File: config.mk
export PLATFORM = sky130hd
export DESIGN_NAME = bounded_deque_with_indexed_delete_core
export DESIGN_NICKNAME = d
export VERILOG_FILES = /design/src/design/bdq_pkg.sv /design/src/design/bdq_ram.sv /design/src/design/bdq_out.sv /design/src/design/bdq_ctrl.sv /design/src/design/bounded_deque_with_indexed_delete_core.sv
export SDC_FILE = /design/constraint.sdc
export NUM_CORES = 1
export LEC_CHECK = 0
export BUFFER_PORTS_ARGS = -buffer_cell sky130_fd_sc_hd__buf_4
export CORE_MARGIN = 2
export CORE_UTILIZATION = 66
export DETAILED_ROUTE_END_ITERATION = 8
export GPL_TIMING_DRIVEN = 1
export PLACE_DENSITY = 0.82
export SYNTH_ARGS = -nofsm -noshare
export SYNTH_HDL_FRONTEND = slang
export SYNTH_HIERARCHICAL = 1
export SYNTH_SLANG_ARGS = --single-unit
export TNS_END_PERCENT = 5
File: constraint.sdc
create_clock -name clk -period 7.55 [get_ports clk]
set_clock_uncertainty 0.05 [all_clocks]
set_input_delay 1.51 -clock clk [delete_from_list [all_inputs] [get_ports clk]]
set_output_delay 1.51 -clock clk [all_outputs]
set_load 0.01 [all_outputs]
File: src/design/bdq_pkg.sv
// Shared types, sizes and the ring index helper for the bounded deque.
package bdq_pkg;

  localparam int CAPACITY = 16;
  localparam int AW       = $clog2(CAPACITY);
  localparam int CNT_W    = $clog2(CAPACITY + 1);
  localparam int DATA_W   = 32;
  localparam int POS_W    = 8;
  localparam int LEN_W    = 5;
  localparam int CMD_W    = 2;
  localparam int STAT_W   = 2;

  localparam int IN_TDATA_W  = ((DATA_W + POS_W + 7) / 8) * 8;
  localparam int IN_PAD_W    = IN_TDATA_W - DATA_W - POS_W;
  localparam int OUT_TDATA_W = ((DATA_W + LEN_W + 7) / 8) * 8;
  localparam int OUT_PAD_W   = OUT_TDATA_W - DATA_W - LEN_W;

  typedef enum logic [CMD_W-1:0] {
    CMD_INS_FRONT = 2'd0,
    CMD_INS_BACK  = 2'd1,
    CMD_DELETE    = 2'd2,
    CMD_DUMP      = 2'd3
  } cmd_t;

  typedef enum logic [STAT_W-1:0] {
    STAT_OK    = 2'd0,
    STAT_EMPTY = 2'd1,
    STAT_RANGE = 2'd2,
    STAT_FULL  = 2'd3
  } status_t;

  typedef enum logic [1:0] {
    ST_IDLE,
    ST_SHIFT,
    ST_DUMP,
    ST_RESP
  } state_t;

  typedef struct packed {
    logic              we;
    logic [AW-1:0]     waddr;
    logic [DATA_W-1:0] wdata;
    logic              re;
    logic [AW-1:0]     raddr;
  } mem_req_t;

  typedef struct packed {
    logic                     load;
    logic signed [DATA_W-1:0] item;
    status_t                  status;
    logic [LEN_W-1:0]         length;
    logic                     last;
  } result_t;

  // Slot of the element k places behind the front, wrapping around the ring.
  function automatic logic [AW-1:0] ring_idx(input logic [AW-1:0] front,
                                             input logic [CNT_W-1:0] k);
    logic [CNT_W:0] sum;
    sum = (CNT_W + 1)'(front) + (CNT_W + 1)'(k);
    if (sum >= (CNT_W + 1)'(CAPACITY)) begin
      sum = sum - (CNT_W + 1)'(CAPACITY);
    end
    return AW'(sum);
  endfunction

endpackage

File: src/design/bdq_ram.sv
// Simple dual-port RAM: one write port, one registered read port.
module bdq_ram #(
  parameter int WIDTH = 32,
  parameter int DEPTH = 16
) (
  input  logic                     clk,
  input  logic                     we,
  input  logic [$clog2(DEPTH)-1:0] waddr,
  input  logic [WIDTH-1:0]         wdata,
  input  logic                     re,
  input  logic [$clog2(DEPTH)-1:0] raddr,
  output logic [WIDTH-1:0]         rdata
);

  logic [WIDTH-1:0] mem [DEPTH];
  logic [WIDTH-1:0] rdata_r;

  always_ff @(posedge clk) begin
    if (we) begin
      mem[waddr] <= wdata;
    end
  end

  // Hold the last read word until the next read.
  always_ff @(posedge clk) begin
    if (re) begin
      rdata_r <= mem[raddr];
    end
  end

  assign rdata = rdata_r;

endmodule

File: src/design/bdq_out.sv
// Result register between the sequencer and the output stream.
module bdq_out import bdq_pkg::*; (
  input  logic                     clk,
  input  logic                     rst_n,
  input  result_t                  res,
  output logic                     out_free,
  output logic                     out_valid,
  input  logic                     out_ready,
  output logic signed [DATA_W-1:0] out_item,
  output status_t                  out_status,
  output logic [LEN_W-1:0]         out_length,
  output logic                     out_last
);

  logic                     valid_r;
  logic signed [DATA_W-1:0] item_r;
  status_t                  status_r;
  logic [LEN_W-1:0]         length_r;
  logic                     last_r;

  assign out_free = !valid_r || out_ready;

  always_ff @(posedge clk) begin
    if (!rst_n) begin
      valid_r <= 1'b0;
    end else if (res.load) begin
      valid_r <= 1'b1;
    end else if (out_ready) begin
      valid_r <= 1'b0;
    end
  end

  always_ff @(posedge clk) begin
    if (res.load) begin
      item_r   <= res.item;
      status_r <= res.status;
      length_r <= res.length;
      last_r   <= res.last;
    end
  end

  assign out_valid  = valid_r;
  assign out_item   = item_r;
  assign out_status = status_r;
  assign out_length = length_r;
  assign out_last   = last_r;

endmodule

File: src/design/bdq_ctrl.sv
// Command sequencer: ring pointers, slot memory accesses and result generation.
module bdq_ctrl import bdq_pkg::*; (
  input  logic                     clk,
  input  logic                     rst_n,
  input  logic                     in_valid,
  output logic                     in_ready,
  input  cmd_t                     in_cmd,
  input  logic signed [DATA_W-1:0] in_value,
  input  logic [POS_W-1:0]         in_pos,
  input  logic                     out_free,
  output result_t                  res,
  output mem_req_t                 mem,
  input  logic [DATA_W-1:0]        rd_data
);

  state_t           state_r, state_nxt;
  logic [AW-1:0]    front_r, front_nxt;
  logic [CNT_W-1:0] occ_r, occ_nxt;
  logic [CNT_W-1:0] k_r, k_nxt;
  logic             pend_r, pend_nxt;
  status_t          status_r, status_nxt;

  logic             empty, full, range_bad, del_shift, shift_more;
  logic             dump_load, dump_last, dump_issue;
  logic [CNT_W-1:0] pos_k;
  logic [AW-1:0]    front_dec;

  assign in_ready   = (state_r == ST_IDLE);
  assign empty      = (occ_r == '0);
  assign full       = (occ_r == CNT_W'(CAPACITY));
  assign range_bad  = (in_pos >= POS_W'(occ_r));
  assign pos_k      = CNT_W'(in_pos);
  assign del_shift  = !empty && !range_bad && ((pos_k + CNT_W'(1)) != occ_r);
  assign shift_more = ((k_r + CNT_W'(2)) < occ_r);
  assign dump_load  = pend_r && out_free;
  assign dump_last  = (k_r == occ_r);
  assign dump_issue = (k_r < occ_r) && (!pend_r || dump_load);
  assign front_dec  = (front_r == '0) ? AW'(CAPACITY - 1) : front_r - AW'(1);

  always_comb begin
    state_nxt = state_r;
    unique case (state_r)
      ST_IDLE: begin
        if (in_valid) begin
          if (in_cmd == CMD_DELETE && del_shift) begin
            state_nxt = ST_SHIFT;
          end else if (in_cmd == CMD_DUMP && !empty) begin
            state_nxt = ST_DUMP;
          end else begin
            state_nxt = ST_RESP;
          end
        end
      end
      ST_SHIFT: begin
        if (!shift_more) begin
          state_nxt = ST_RESP;
        end
      end
      ST_DUMP: begin
        if (dump_load && dump_last) begin
          state_nxt = ST_IDLE;
        end
      end
      ST_RESP: begin
        if (out_free) begin
          state_nxt = ST_IDLE;
        end
      end
      default: state_nxt = ST_IDLE;
    endcase
  end

  always_comb begin
    front_nxt  = front_r;
    occ_nxt    = occ_r;
    k_nxt      = k_r;
    pend_nxt   = pend_r;
    status_nxt = status_r;
    mem        = '0;
    res        = '0;
    res.length = LEN_W'(occ_r);
    unique case (state_r)
      ST_IDLE: begin
        if (in_valid) begin
          case (in_cmd) inside
            CMD_INS_FRONT, CMD_INS_BACK: begin
              if (full) begin
                status_nxt = STAT_FULL;
              end else begin
                status_nxt = STAT_OK;
                mem.we     = 1'b1;
                mem.wdata  = in_value;
                occ_nxt    = occ_r + CNT_W'(1);
                if (in_cmd == CMD_INS_FRONT) begin
                  front_nxt = front_dec;
                  mem.waddr = front_dec;
                end else begin
                  mem.waddr = ring_idx(front_r, occ_r);
                end
              end
            end
            CMD_DELETE: begin
              if (empty) begin
                status_nxt = STAT_EMPTY;
              end else if (range_bad) begin
                status_nxt = STAT_RANGE;
              end else begin
                status_nxt = STAT_OK;
                if (del_shift) begin
                  // Fetch the successor of the deleted element.
                  mem.re    = 1'b1;
                  mem.raddr = ring_idx(front_r, pos_k + CNT_W'(1));
                  k_nxt     = pos_k;
                end else begin
                  occ_nxt = occ_r - CNT_W'(1);
                end
              end
            end
            default: begin
              status_nxt = empty ? STAT_EMPTY : STAT_OK;
              k_nxt      = '0;
              pend_nxt   = 1'b0;
            end
          endcase
        end
      end
      ST_SHIFT: begin
        // Move slot k+1 down to k and, while more slots remain, fetch k+2 in the same cycle.
        mem.we    = 1'b1;
        mem.waddr = ring_idx(front_r, k_r);
        mem.wdata = rd_data;
        if (shift_more) begin
          mem.re    = 1'b1;
          mem.raddr = ring_idx(front_r, k_r + CNT_W'(2));
          k_nxt     = k_r + CNT_W'(1);
        end else begin
          occ_nxt = occ_r - CNT_W'(1);
        end
      end
      ST_DUMP: begin
        mem.re    = dump_issue;
        mem.raddr = ring_idx(front_r, k_r);
        if (dump_issue) begin
          k_nxt    = k_r + CNT_W'(1);
          pend_nxt = 1'b1;
        end else if (dump_load) begin
          pend_nxt = 1'b0;
        end
        res.load   = dump_load;
        res.item   = rd_data;
        res.status = STAT_OK;
        res.last   = dump_last;
      end
      ST_RESP: begin
        res.load   = out_free;
        res.status = status_r;
        res.last   = 1'b1;
      end
      default: begin
      end
    endcase
  end

  always_ff @(posedge clk) begin
    if (!rst_n) begin
      state_r  <= ST_IDLE;
      front_r  <= '0;
      occ_r    <= '0;
      k_r      <= '0;
      pend_r   <= 1'b0;
      status_r <= STAT_OK;
    end else begin
      state_r  <= state_nxt;
      front_r  <= front_nxt;
      occ_r    <= occ_nxt;
      k_r      <= k_nxt;
      pend_r   <= pend_nxt;
      status_r <= status_nxt;
    end
  end

endmodule

File: src/design/bounded_deque_with_indexed_delete_core.sv
// Bounded deque of signed words with indexed delete, stream interface.
//
// The list holds up to 16 words in a ring of slots in one dual-port RAM.
// A command is taken when in_tready is high, which is whenever no earlier
// command is still running; a finished result may still be waiting on the
// output then. Inserts and rejected commands go straight to a response
// state. A delete at position p moves each later element down one slot,
// one slot moved per cycle through the RAM's read and write ports. A dump
// starts the first slot read, then reads one slot per cycle while the
// output register is free. Every result waits for the output register to
// drain on out_tready.
// Every command returns one result, except a non-empty dump, which returns
// one result per element, front to back, with out_tlast on the final one.
module bounded_deque_with_indexed_delete_core import bdq_pkg::*; (
  input  logic                   clk,
  input  logic                   rst_n,
  input  logic                   in_tvalid,
  output logic                   in_tready,
  input  logic [IN_TDATA_W-1:0]  in_tdata,   // value[31:0], position[39:32]
  input  logic [CMD_W-1:0]       in_tuser,   // cmd[1:0]
  output logic                   out_tvalid,
  input  logic                   out_tready,
  output logic [OUT_TDATA_W-1:0] out_tdata,  // item[31:0], length[36:32], zero pad
  output logic [STAT_W-1:0]      out_tuser,  // status[1:0]
  output logic                   out_tlast
);

  result_t                  res;
  mem_req_t                 mem;
  logic [DATA_W-1:0]        rd_data;
  logic                     out_free;
  logic signed [DATA_W-1:0] out_item;
  status_t                  out_status;
  logic [LEN_W-1:0]         out_length;

  bdq_ctrl u_ctrl (
    .clk      (clk),
    .rst_n    (rst_n),
    .in_valid (in_tvalid),
    .in_ready (in_tready),
    .in_cmd   (cmd_t'(in_tuser)),
    .in_value (in_tdata[DATA_W-1:0]),
    .in_pos   (in_tdata[DATA_W+POS_W-1:DATA_W]),
    .out_free (out_free),
    .res      (res),
    .mem      (mem),
    .rd_data  (rd_data)
  );

  bdq_ram #(
    .WIDTH (DATA_W),
    .DEPTH (CAPACITY)
  ) u_ram (
    .clk   (clk),
    .we    (mem.we),
    .waddr (mem.waddr),
    .wdata (mem.wdata),
    .re    (mem.re),
    .raddr (mem.raddr),
    .rdata (rd_data)
  );

  bdq_out u_out (
    .clk        (clk),
    .rst_n      (rst_n),
    .res        (res),
    .out_free   (out_free),
    .out_valid  (out_tvalid),
    .out_ready  (out_tready),
    .out_item   (out_item),
    .out_status (out_status),
    .out_length (out_length),
    .out_last   (out_tlast)
  );

  assign out_tdata = {{OUT_PAD_W{1'b0}}, out_length, out_item};
  assign out_tuser = out_status;

endmodule

==> results by group <==
Status
  • Outcome: finished clean

Worst hold path
  • Hold Crit Class: flop to flop

STA
  • Setup TNS: 0 ns
  • Actual transition at the worst max-transition pin: 1.18 ns
  • Final min period: 4.90 ns
  • Slew margin rel.: 0.206
  • Final critical-path share of the clock period: 0.649
  • Final setup viols: 0
  • Final Hold Fails: 0
  • RSZ-0062 raised after global routing: false
  • F_max: 0.204 GHz
  • Final Slew Violations: 0

Setup path
  • CP required: 7.76 ns
  • Crit path capture type: flop
  • Critical path's slowest cell: nor2_4
  • Critical path type: flop to flop
  • Buf/Inv on CP: 3
  • Worst Path Arrival: 5.12 ns
  • Crit Path Max Fanout: 37
  • CP Launch Type: flop
  • Family with the most delay on the worst path: simple AND/OR/NAND/NOR gates
  • Critical Path Max Stage Delay: 0.84 ns
  • CP cell instances: inv_1 -> ha_1 -> nor3b_1 -> a211oi_4 -> buf_4 -> o211ai_1 -> nand2_1 -> nand2_1 -> nor2_4 -> buf_4

Floorplanning
  • Num rows: 70
  • Die ar.: 38600 sq um
  • Starting Density: 0.669
  • Die Ht: 196 um
  • Die width: 196 um
  • Core Region: 36500 sq um
  • # IOs: 91

Global route
  • GR Util All Layers: 0.313
  • Number of global-route vias before repair: 13510
  • Pin count of the biggest net entering global routing: 93
  • First-pass GRT wire length: 85800 um
  • Gr ovfl total: 0
  • Initial antenna violation count: 1

Routing
  • Avg Vias per Cell: 6.95
  • Routed wire length: 58400 um
  • Drc violations: 0
  • Number of DRC markers in iteration 0: 1469
  • Via Count: 13117
  • Initial DRT Pass Iterations: 5
  • Post-route ant nets: 0
  • Per-cell routed wire length: 30.9 um

Logic synthesis
  • Top cells by area, synth: edfxtp_1 72%, mux4_2 12%, a22oi_1 2.0%
  • Mapped Cells: 1265
  • Top-area cell type share of the netlist area: 0.717
  • Leading area contributor after synthesis: edfxtp_1
  • Asr flop ratio synth: 0
  • Seq/Total Area, Yosys: 0.734
  • Post-synth EDFFs: 584
  • Syn Area/Cell: 19.3 sq um
  • Synth Cell Area: 24400 sq um
  • Post-synth top flop: edfxtp_1
  • #FFs+latches synth: 604
  • Distinct cells, synth: 62
  • Synth warn: 6

Power and ir drop
  • Internal Pwr Total: 6870 uW
  • Switching share of power: 0.294
  • IR drop worst, VDD: 0.000244 V
  • Clock power share: 0.281
  • Pwr Density: 353 nW/um^2
  • P_sw: 2860 uW
  • Lkg Pwr: 0.00913 uW
  • Combinational share of power: 0.252
  • Sequential share of power: 0.467
  • Final Power: 9730 uW

Clock network
  • Post-cts resize count: 0
  • CTS tree: done
  • Total CTS buffers: 57
  • Clk_lat worst skew: 0.61 ns
  • Hold_buf cts: 0
  • Setup bufs post-CTS: 0
  • Clock transition at path regs: 0.06 ns
  • Worst-case clock buffer depth: 3
  • Root Buffer: clkbuf_16
  • Htree depth: 2
  • Clock sinks: 604

Layout
  • # fillers: 1959
  • Nets: 1462
  • Area delta synth->final: 12.8%
  • Antenna fix cells: 0
  • Share of layout cells above drive strength 1: 0.251
  • Final Util: 0.755

Placement
  • Detailed placement HPWL: 29000 um
  • GP Congestion: 0.866
  • I/O Buffers: 87

Run
  • Number of max-cap violations: 0
layout make-up:
type / instances / area, sq um / area share
clock buffer: 74 / 1510 / 0.0548
clock inverter: 31 / 253 / 0.00916
inverter: 22 / 82.6 / 0.00299
multi-input combinational: 571 / 6300 / 0.228
sequential: 604 / 17900 / 0.650
tap: 468 / 586 / 0.0212
timing repair buffer: 118 / 911 / 0.0330
power groups by stage:
stage,Combinational (uW),Clock [uW],Sequential [uW]
6_report,2460,2730,4540
3_5_place_dp,2390,0,4600
4_1_cts,2440,2760,4540
2_1_floorplan,1690,0,4540
5_1_grt,2630,2880,4570
3_3_place_gp,2310,0,4580
final timing paths:
kind	slack, ns	to	cells past startpoint	start
worst max-delay path	2.65	u_ram/mem[7][15]	10	u_ctrl/occ_r[1]
worst min-delay path	0.43	u_ctrl/status_r[0]	2	u_ctrl/status_r[0]
worst max register to register	2.65	u_ram/mem[7][15]	10	u_ctrl/occ_r[1]
worst min register to register	0.43	u_ctrl/status_r[0]	2	u_ctrl/status_r[0]
cell usage in the layout (no fill, tap or decap), drive strengths merged, types with 5 or more instances in the layout:
cell / instances
nor3: 5
dfxtp: 20
nand3: 9
nand2: 66
inv: 22
o21ai: 13
a21o: 7
ha: 38
nand2b: 8
xor2: 7
nor2b: 12
o211ai: 6
clkinv: 27
a21oi: 15
clkbuf: 74
nor2: 25
and2: 38
mux2i: 9
buf: 118
a22oi: 66
edfxtp: 584
xnor2: 15
mux4: 128
a22o: 35
worst register-to-register path: stages, from the launching register on:
cell	delay [ns]
dfxtp_1	0.63
inv_1	0.22
ha_1	0.26
nor3b_1	0.23
a211oi_4	0.34
buf_4	0.60
o211ai_1	0.19
nand2_1	0.33
nand2_1	0.34
nor2_4	0.84
buf_4	0.49
state kept, by name, indices dropped and copies added, names as in the netlist:
name / flops
u_ram/mem: 512
u_out/out_item: 32
u_ram/rdata: 32
u_ctrl/k_r: 5
u_ctrl/occ_r: 5
u_out/out_length: 5
u_ctrl/front_r: 4
u_ctrl/state_r: 2
u_ctrl/status_r: 2
u_out/out_status: 2
u_ctrl/pend_r: 1
u_out/out_last: 1
u_out/out_valid: 1
synth_stat cells (3+ instances only):
cell      count
a22o_1       35
a31oi_1       3
o211ai_1      6
nor3_1        5
fa_1          4
o311ai_1      3
o211a_1       3
xnor2_1      15
o21ai_0      11
dfxtp_1      20
buf_1        10
mux4_2      128
o41ai_1       3
nand3_1       8
buf_4        12
nor2b_1      12
nand4_1       3
a211oi_1      4
o31ai_1       4
clkbuf_1     38
nor2_1       25
edfxtp_1    584
a21oi_1      15
mux2i_1       9
o21bai_1      3
a21o_1        7
ha_1         38
buf_2         9
and3_1        4
and2_1       38
nand2_1      66
xor2_1        7
inv_1        22
nand2b_1      7
a22oi_1      66
per-layer routing:
layer,GRT usage,wire [um]
met5,0,12
met4,0.130,2360
met3,0.0601,5740
met2,0.518,29400
met1,0.418,20900
metrics by stage:
stage	cell area, sq um	std cells	setup slack, ns	hold WS [ns]
after detailed placement	25800	1783	2.21	0.416
final	27600	1888	2.65	0.426
after CTS	27600	1888	2.71	0.432
after global placement	25800	1783	2.32	0.404
after global routing	27600	1888	2.53	0.450
after floorplan	24500	1267	1.96	0.353
cells by family after synthesis:
logic type | Yosys count | synth area share
other | 1 | 0.000153
XOR/XNOR | 24 | 0.00972
AND/OR/NAND/NOR | 183 | 0.0379
flip-flops | 604 | 0.734
buffers and inverters | 92 | 0.0167
adder cells (fa/ha/maj) | 42 | 0.0227
AO/OA/AOI/OAI | 182 | 0.0575
multiplexers | 137 | 0.122
(Power assumes the default switching activity.)
